<file path="config.mk">
export PLATFORM = sky130hd
export DESIGN_NAME = asr_ctrl
export DESIGN_NICKNAME = d
export VERILOG_FILES = /design/src/rtl/core/asr_pkg.sv /design/src/rtl/core/asr_ctrl.sv
export SDC_FILE = /design/constraint.sdc
export NUM_CORES = 1
export LEC_CHECK = 0
export ABC_AREA = 1
export BUFFER_PORTS_ARGS = -buffer_cell sky130_fd_sc_hd__buf_2
export CAP_MARGIN = 15
export CORE_AREA = 2 2 39 41
export DETAILED_ROUTE_END_ITERATION = 6
export DIE_AREA = 0 0 41 43
export GPL_TIMING_DRIVEN = 0
export REMOVE_ABC_BUFFERS = 1
export SETUP_SLACK_MARGIN = 0.3
export SLEW_MARGIN = 15
export SYNTH_ARGS = -nofsm -noshare
export SYNTH_HDL_FRONTEND = slang
export SYNTH_SLANG_ARGS = --single-unit
</file>
<file path="constraint.sdc">
create_clock -name i_clk -period 2.6 [get_ports i_clk]
set_input_delay 0 -clock i_clk [delete_from_list [all_inputs] [get_ports i_clk]]
set_output_delay 0 -clock i_clk [all_outputs]
set_load 0.005 [all_outputs]
</file>
<file path="src/rtl/core/asr_pkg.sv">
// Shared types and constants for the array stack with reverse.
// Used by the controller, the datapath, the top level and the checker.
package asr_pkg;

    localparam int DATA_W          = 32;
    localparam int DEPTH_W         = 8;
    localparam int STACK_DEPTH_DEF = 128;

    localparam logic [DATA_W-1:0] MOST_NEG = 32'h8000_0000;

    typedef enum logic [1:0] {
        FN_PUSH = 2'd0,
        FN_POP  = 2'd1,
        FN_PEEK = 2'd2,
        FN_REV  = 2'd3
    } t_func;

    typedef enum logic [1:0] {
        ST_OK       = 2'd0,
        ST_OVERFLOW = 2'd1,
        ST_EMPTY    = 2'd2
    } t_status;

    typedef enum logic [2:0] {
        S_IDLE,
        S_READ,
        S_SWAP_RD,
        S_SWAP_LO,
        S_SWAP_HI
    } t_state;

    typedef enum logic [1:0] {
        OS_ZERO,
        OS_EMPTY,
        OS_READ
    } t_out_sel;

    // Commands from the controller to the datapath.
    typedef struct packed {
        logic     push;       // write data_in at the top, count up
        logic     rd_top;     // read the top entry
        logic     pop_dec;    // count down
        logic     sw_init;    // set the swap pointers to both ends
        logic     sw_rd;      // read both swap entries
        logic     sw_wr_lo;   // write the high entry into the low slot
        logic     sw_wr_hi;   // write the low entry into the high slot, step pointers
        logic     load;       // load the result register
        t_out_sel out_sel;
        t_status  out_status;
    } t_dp_cmd;

    // Status from the datapath to the controller.
    typedef struct packed {
        logic empty;
        logic full;
        logic short_stack;    // fewer than two entries
        logic more_pairs;     // another swap pair follows the current one
    } t_dp_stat;

endpackage

</file>
<file path="src/rtl/core/asr_ctrl.sv">
// Controller state machine for the array stack with reverse.
// Depends on asr_pkg; drives the datapath through t_dp_cmd.
module asr_ctrl
    import asr_pkg::*;
(
    input  logic       i_clk,
    input  logic       i_rst_n,
    input  logic       i_in_valid,
    output logic       o_in_stall,
    input  logic [1:0] i_func,
    output logic       o_out_valid,
    input  logic       i_out_stall,
    input  t_dp_stat   i_stat,
    output t_dp_cmd    o_cmd
);

    t_state r_state, n_state;
    logic   r_out_valid, n_out_valid;
    logic   out_free;
    logic   accept;
    t_func  func;

    assign func     = t_func'(i_func);
    assign out_free = !r_out_valid || !i_out_stall;
    assign accept   = (r_state == S_IDLE) && out_free && i_in_valid;

    always_comb begin
        n_state = r_state;
        case (r_state)
            S_IDLE: begin
                if (accept) begin
                    case (func)
                        FN_POP, FN_PEEK: begin
                            if (!i_stat.empty) n_state = S_READ;
                        end
                        FN_REV: begin
                            if (!i_stat.short_stack) n_state = S_SWAP_RD;
                        end
                        default: n_state = S_IDLE;
                    endcase
                end
            end
            S_READ:    n_state = S_IDLE;
            S_SWAP_RD: n_state = S_SWAP_LO;
            S_SWAP_LO: n_state = S_SWAP_HI;
            S_SWAP_HI: n_state = i_stat.more_pairs ? S_SWAP_RD : S_IDLE;
            default:   n_state = S_IDLE;
        endcase
    end

    always_comb begin
        o_cmd            = '0;
        o_cmd.out_sel    = OS_ZERO;
        o_cmd.out_status = ST_OK;
        o_in_stall       = !((r_state == S_IDLE) && out_free);
        case (r_state)
            S_IDLE: begin
                if (accept) begin
                    case (func)
                        FN_PUSH: begin
                            o_cmd.load = 1'b1;
                            if (i_stat.full) begin
                                o_cmd.out_status = ST_OVERFLOW;
                            end else begin
                                o_cmd.push = 1'b1;
                            end
                        end
                        FN_POP, FN_PEEK: begin
                            if (i_stat.empty) begin
                                o_cmd.load       = 1'b1;
                                o_cmd.out_sel    = OS_EMPTY;
                                o_cmd.out_status = ST_EMPTY;
                            end else begin
                                o_cmd.rd_top  = 1'b1;
                                o_cmd.pop_dec = (func == FN_POP);
                            end
                        end
                        FN_REV: begin
                            if (i_stat.short_stack) begin
                                o_cmd.load = 1'b1;
                            end else begin
                                o_cmd.sw_init = 1'b1;
                            end
                        end
                        default: o_cmd.load = 1'b0;
                    endcase
                end
            end
            S_READ: begin
                o_cmd.load    = 1'b1;
                o_cmd.out_sel = OS_READ;
            end
            S_SWAP_RD: o_cmd.sw_rd    = 1'b1;
            S_SWAP_LO: o_cmd.sw_wr_lo = 1'b1;
            S_SWAP_HI: begin
                o_cmd.sw_wr_hi = 1'b1;
                o_cmd.load     = !i_stat.more_pairs;
            end
            default: o_cmd.load = 1'b0;
        endcase
    end

    // Hold a result until the transfer completes.
    always_comb begin
        n_out_valid = r_out_valid && i_out_stall;
        if (o_cmd.load) n_out_valid = 1'b1;
    end

    always_ff @(posedge i_clk) begin
        if (!i_rst_n) begin
            r_state     <= S_IDLE;
            r_out_valid <= 1'b0;
        end else begin
            r_state     <= n_state;
            r_out_valid <= n_out_valid;
        end
    end

    assign o_out_valid = r_out_valid;

endmodule

</file>
==> flow_summary.ini, run 1 <==
[pwr]
pwr-share-seq_pct = 29.7
sw_frac_of_total_pct = 33.8
netSwitchingPower_uw = 79.1
power_frac_comb_pct = 37.9
p_leak_nw = 0.377
powerDensity_nw_per_um2 = 383
ir_drop_mv = 0.119
design_power_total_uw = 234
p_clk_share_pct = 32.5
p_int_uw = 155

[place]
place.gp.congestion = 0.696
pre_cts_ws_ns = 1.51
hpwl_um = 889
portBuffers = 23

[logic_synthesis]
netlist_area_um2 = 443
synth_top_area_share_pct = 18.1
yosysSeqAreaShare_pct = 18.1
yosys_warnings = 0
yosysMostFrequentCell = inv_1
synth_top_area_cell = dfxtp_1
synthDistinctLibCells = 19
async_flop_share_pct = 0
synth_edf_count = 0
synthTopCellsByCount = inv_1, nand2_1, nor2_1
syn_inst = 66
ys_seq_elements = 4
synth_flop_cell = dfxtp_1
synth_area_leaders = dfxtp_1, ha_1, inv_1, nand2_1, nor2_1
syn_avg_cell_area_um2 = 6.71

[routing]
top_layer = met4
viasPerCell = 4.75
drt-met1-wl_um = 449
drt_iter0_markers = 14
wl_met3_um = 74
routed_wirelength_um = 1090
wl_met2_um = 536
drtAntennaViolNets = 0
post-route-drc-count = 0
vias = 518
drtPass1Iterations = 4
wl_per_cell_um = 9.99

[worst_hold_path]
hold_class = primary input to flip-flop

[critical_path]
worst-setup-path-type = flip-flop to primary output
crit_required_ns = 2.60
end_kind = primary output
crit_arrival_ns = 1.29
cp_num_buf_inv = 2
max_stage_delay_ns = 0.35
worst_path_max_delay_cell = dfxtp_1
cp_cell_sequence = inv_2 > nand2_2 > nor2_4 > nand3_4 > nor4_2 > buf_2
start_kind = flip-flop
critPathTopFamily = simple AND/OR/NAND/NOR gates
path_max_fanout = 6

[finish]
seq_area_um2 = 80.1
multi_input_area_um2 = 307
final_nets = 109
fin_util_pct = 44.1
drive_gt1_share_pct = 43.0
diodes = 0
syn2layout_area_growth_pct = 37.9
fillers = 162

[cts]
cts-root-buf = clkbuf_4
cts_buffers = 3
htreeDepth = 1
cts_tree = built
cts_resized = 0
clkSlewWorstSetupHoldPaths_ns = 0.03
clock-sinks = 4
cts_max_path_buffers = 2
worstSkewPairLatency_ns = 0.23

[timing]
fin_ws_ns = 1.31
fmax_mhz = 774
final.setup.tns_ns = 0
clock_skew_ns = 0.00488
max_slew_margin_pct = 84.1
slew_violations = 0
fin_worst_hold_slack_ns = 0.172
grt_setup_unrepaired = no
hold_viol_final = 0
setup_viol = 0
worst_pin_slew_ns = 0.238
fin_crit_sh_pct = 49.7
min_period_ns = 1.29

[floorplanning]
core_area_um2 = 1380
ios = 24
die-width_um = 41
die_area_um2 = 1760
rows = 14
dieHeight_um = 43
start_util_pct = 32.0

[grt]
grt_start_max_net_pins = 7
antenna_found_initial = 0
grt_pass1_vias = 460
grt_util_all_layers_pct = 13.9
globalRoute.totalOverflow = 0
grt_pass1_wl_um = 1670

[job]
cap_violations = 0

[run_status]
status = complete, no violations
-- cells by family (layout without fill, tap and decap cells) --
| kind of cell | Yosys count | count (layout) | synth area share (%) |
|---|---|---|---|
| buf+inv | 15 | 42 | 12.7 |
| flops | 4 | 4 | 18.1 |
| compound gates | 3 | 3 | 3.39 |
| simple gates | 40 | 40 | 54.5 |
| fa+ha+maj | 4 | 4 | 11.3 |
-- worst register-to-register path, stage by stage, from the launching register on --
cell and delay, ns:
dfxtp_1 0.42, inv_2 0.11, nand2_2 0.11, nor2_1 0.07, nor3_1 0.18, nor2_1 0.07
-- per-layer routing --
metal | up-vias | GRT usage (%)
li1 | 263 | -
met1 | 222 | 15.1
met2 | 27 | 23.8
met3 | 6 | 0.524
met4 | 0 | 10.0
met5 | - | 0
-- cell type report --
class / instances / share of cell area [%]
Multi-Input combinational cell: 47 / 50.2
Tap cell: 16 / 3.28
Clock buffer: 3 / 3.69
Timing Repair Buffer: 24 / 20.5
Sequential cell: 4 / 13.1
Inverter: 15 / 9.22
-- per-stage QoR --
stage | area [um2] | std cells
after floorplan | 443 | 66
after global placement | 578 | 105
after detailed placement | 578 | 105
after CTS | 611 | 109
after global routing | 611 | 109
final | 611 | 109
-- worst paths after layout --
check / startpoint / endpoint / slack, ns / cells after the start
worst max-delay path: r_state[0]$_SDFFE_PN0P_ / o_cmd[11] / 1.31 / 6
worst min-delay path: i_stat[1] / r_state[0]$_SDFFE_PN0P_ / 0.17 / 4
worst max register to register: r_state[2]$_SDFFE_PN0P_ / r_state[1]$_SDFFE_PN0P_ / 1.51 / 5
worst min register to register: r_state[0]$_SDFFE_PN0P_ / r_state[2]$_SDFFE_PN0P_ / 0.53 / 2
-- power groups by stage --
stage	combinational, mW	sequential [mW]	clock [mW]
after floorplan	0.0560	0.0704	0
after global placement	0.0870	0.0702	0
after detailed placement	0.0878	0.0705	0
after CTS	0.0895	0.0695	0.0792
after global routing	0.0985	0.0696	0.0824
final	0.0886	0.0695	0.0760
-- cells in the final DEF, fill, tap and decap left out, types with 3 or more instances in the layout --
master / netlist / layout
nand4_1: 3 / 3
inv_1: 12 / 12
nand3_1: 5 / 5
nand2_1: 10 / 10
buf_2: 0 / 23
ha_1: 4 / 4
inv_2: 3 / 3
dfxtp_1: 4 / 4
nor2_1: 9 / 9
clkbuf_4: 0 / 3
-- what timing repair did --
action	CTS	global route
endpoints found under the hold margin	1	0
setup buffers	0	0
hold buffers	1	0
-- sequential cells by signal (all words and copies together) (netlist names) --
name	cells
r_state	3
o_out_valid	1
Power figures use the tool's default switching activity.
==> inputs of run 2 (changes only) <==
==> constraint.sdc (replaced) <==
create_clock -name i_clk -period 1.06 [get_ports i_clk]
set_input_delay 0 -clock i_clk [delete_from_list [all_inputs] [get_ports i_clk]]
set_output_delay 0 -clock i_clk [all_outputs]
set_load 0.005 [all_outputs]
==> run 2 against run 1 <==
The flow now finishes with violations (setup timing); sequential share of layout area decreased by 0.40 points; via count increased by 4.8%; wire length rose by 14%; sequential cell count stayed put; combinational power increased to 3.3 times the previous value; cell count grew 5.5%; utilization up 7.8 points; count of clock-buffer cells in the layout is the same; die area stayed put; global-route usage increased by 2.3 points; first-iteration DRC count shrank 50%; hold slack lost 0.12 ns; critical path type unchanged; critical endpoint is now o_cmd[9]; largest power group unchanged.
==> flow_summary.ini, run 2 (synthesized netlist as in run 1, its figures left out) <==
[place]
portBuffers = 23
place.gp.congestion = 0.696
hpwl_um = 889
pre_cts_ws_ns = -0.0344
placed_area_um2 = 578

[grt]
grt_start_max_net_pins = 7
use_met3_pct = 1.57
globalRoute.totalOverflow = 0
antenna_found_initial = 0
grt_util_all_layers_pct = 16.2
met2_usage_pct = 26.9
top_usage_layer = met2
grt_pass1_vias = 503
grt.met1_usage_pct = 15.4
grt_pass1_wl_um = 1880

[pwr]
sw_frac_of_total_pct = 34.1
pwr-share-seq_pct = 26.1
netSwitchingPower_uw = 221
p_int_uw = 428
design_power_total_uw = 650
powerDensity_nw_per_um2 = 905
p_leak_nw = 0.418
p_clk_share_pct = 29.1
ir_drop_mv = 0.473
power_frac_comb_pct = 44.8

[critical_path]
crit_arrival_ns = 1.29
worst-setup-path-type = flip-flop to primary output
start_kind = flip-flop
crit_required_ns = 1.06
cp_cell_sequence = inv_4 > nand2_4 > nor2_4 > nand3_4 > nor3b_2 > buf_2
worst_path_max_delay_cell = dfxtp_4
end_kind = primary output
max_stage_delay_ns = 0.35
path_max_fanout = 6

[timing]
fin_ws_ns = -0.228
fin_worst_hold_slack_ns = 0.0488
fin_crit_sh_pct = 122
final.setup.tns_ns = -1.46
hold_viol_final = 0
clock_skew_ns = 0.00432
fmax_mhz = 776
worst_pin_slew_ns = 0.193
max_slew_margin_pct = 87.1
setup_viol = 12
grt_setup_unrepaired = yes
slew_violations = 0
min_period_ns = 1.29

[routing]
post-route-drc-count = 0
vias = 543
routed_wirelength_um = 1240
drtAntennaViolNets = 0
drtPass1Iterations = 4
viasPerCell = 4.72
wl_per_cell_um = 10.8
drt_iter0_markers = 7

[worst_hold_path]
hold_class = primary input to flip-flop

[finish]
syn2layout_area_growth_pct = 62.1
final_nets = 115
diodes = 0
final_cell_area_um2 = 718
largest_reg_flops = 3
top_register = r_state
fillers = 151
drive_gt1_share_pct = 53.5
layout_commonest_cell = buf_2
final_cell_mix = buf_2, inv_1, nor2_1, nand2_1, nand3_1

[run_status]
status = complete, but fails checks
violations = setup timing

[floorplanning]
die_area_um2 = 1760
die-width_um = 41
start_util_pct = 32.0
ios = 24
dieHeight_um = 43
rows = 14
core_area_um2 = 1380

[cts]
cts_tree = built
htreeDepth = 1
clkSlewWorstSetupHoldPaths_ns = 0.04
clock-sinks = 4
cts_max_path_buffers = 2
cts_buffers = 3
worstSkewPairLatency_ns = 0.24
cts-root-buf = clkbuf_4

[job]
cap_violations = 0
run 2: changes by cell type in the layout (fill, tap and decap cells not counted), sizes merged:
cell	previous run	this run
buf	23	29
run 2: worst max-delay path, delay by kind of cell (launching register included):
kind                   cells  cell delay (ns)
AND/OR/NAND/NOR            4             0.50
flip-flops                 1             0.35
buffers and inverters      2             0.19
run 2: what timing repair did:
item	4_1_cts	5_1_grt
hold endpoints to repair	1	0
pin swaps	5	4
endpoints found under the setup margin	17	17
resized for setup	10	9
cloned	0	0
hold buffers	1	0
buffers inserted	5	1
run 2: final cells by class:
| cell class | instances | area, um2 | share of cell area (%) |
|---|---|---|---|
| multi-input cells | 47 | 334 | 46.5 |
| flip-flops and latches | 4 | 91.3 | 12.7 |
| repair buffers | 30 | 184 | 25.6 |
| well taps | 16 | 20.0 | 2.79 |
| inverters | 15 | 66.3 | 9.23 |
| clock buffers | 3 | 22.5 | 3.14 |
run 2: worst paths after layout:
kind                                start                      end  slack [ns]  cells past startpoint
hold reg to reg   r_state[1]$_SDFFE_PN0P_  r_state[2]$_SDFFE_PN0P_        0.55                      2
setup / recovery  r_state[1]$_SDFFE_PN0P_                 o_cmd[9]       -0.23                      6
setup reg to reg  r_state[1]$_SDFFE_PN0P_  r_state[1]$_SDFFE_PN0P_           0                      6
hold / removal                    i_rst_n  r_state[2]$_SDFFE_PN0P_        0.05                      3
run 2: power by group through the flow:
stage | clock, mW | sequential [mW] | combinational (mW)
floorplan | 0 | 0.173 | 0.137
CTS | 0.194 | 0.169 | 0.269
finish | 0.189 | 0.169 | 0.291
detailed placement | 0 | 0.173 | 0.215
global placement | 0 | 0.172 | 0.214
global route | 0.203 | 0.170 | 0.321
run 2: per-stage QoR:
stage,utilization (%),instances
after detailed placement,41.8,105
after global routing,51.9,115
after global placement,41.8,105
after floorplan,-,66
final,51.9,115
after CTS,48.9,114
run 2: layer usage:
layer  vias to the layer above  share of wire, %
li1                        276                 -
met1                       239                38
met2                        22                51
met3                         6               5.7
met4                         0               5.4
met5                         -                 0
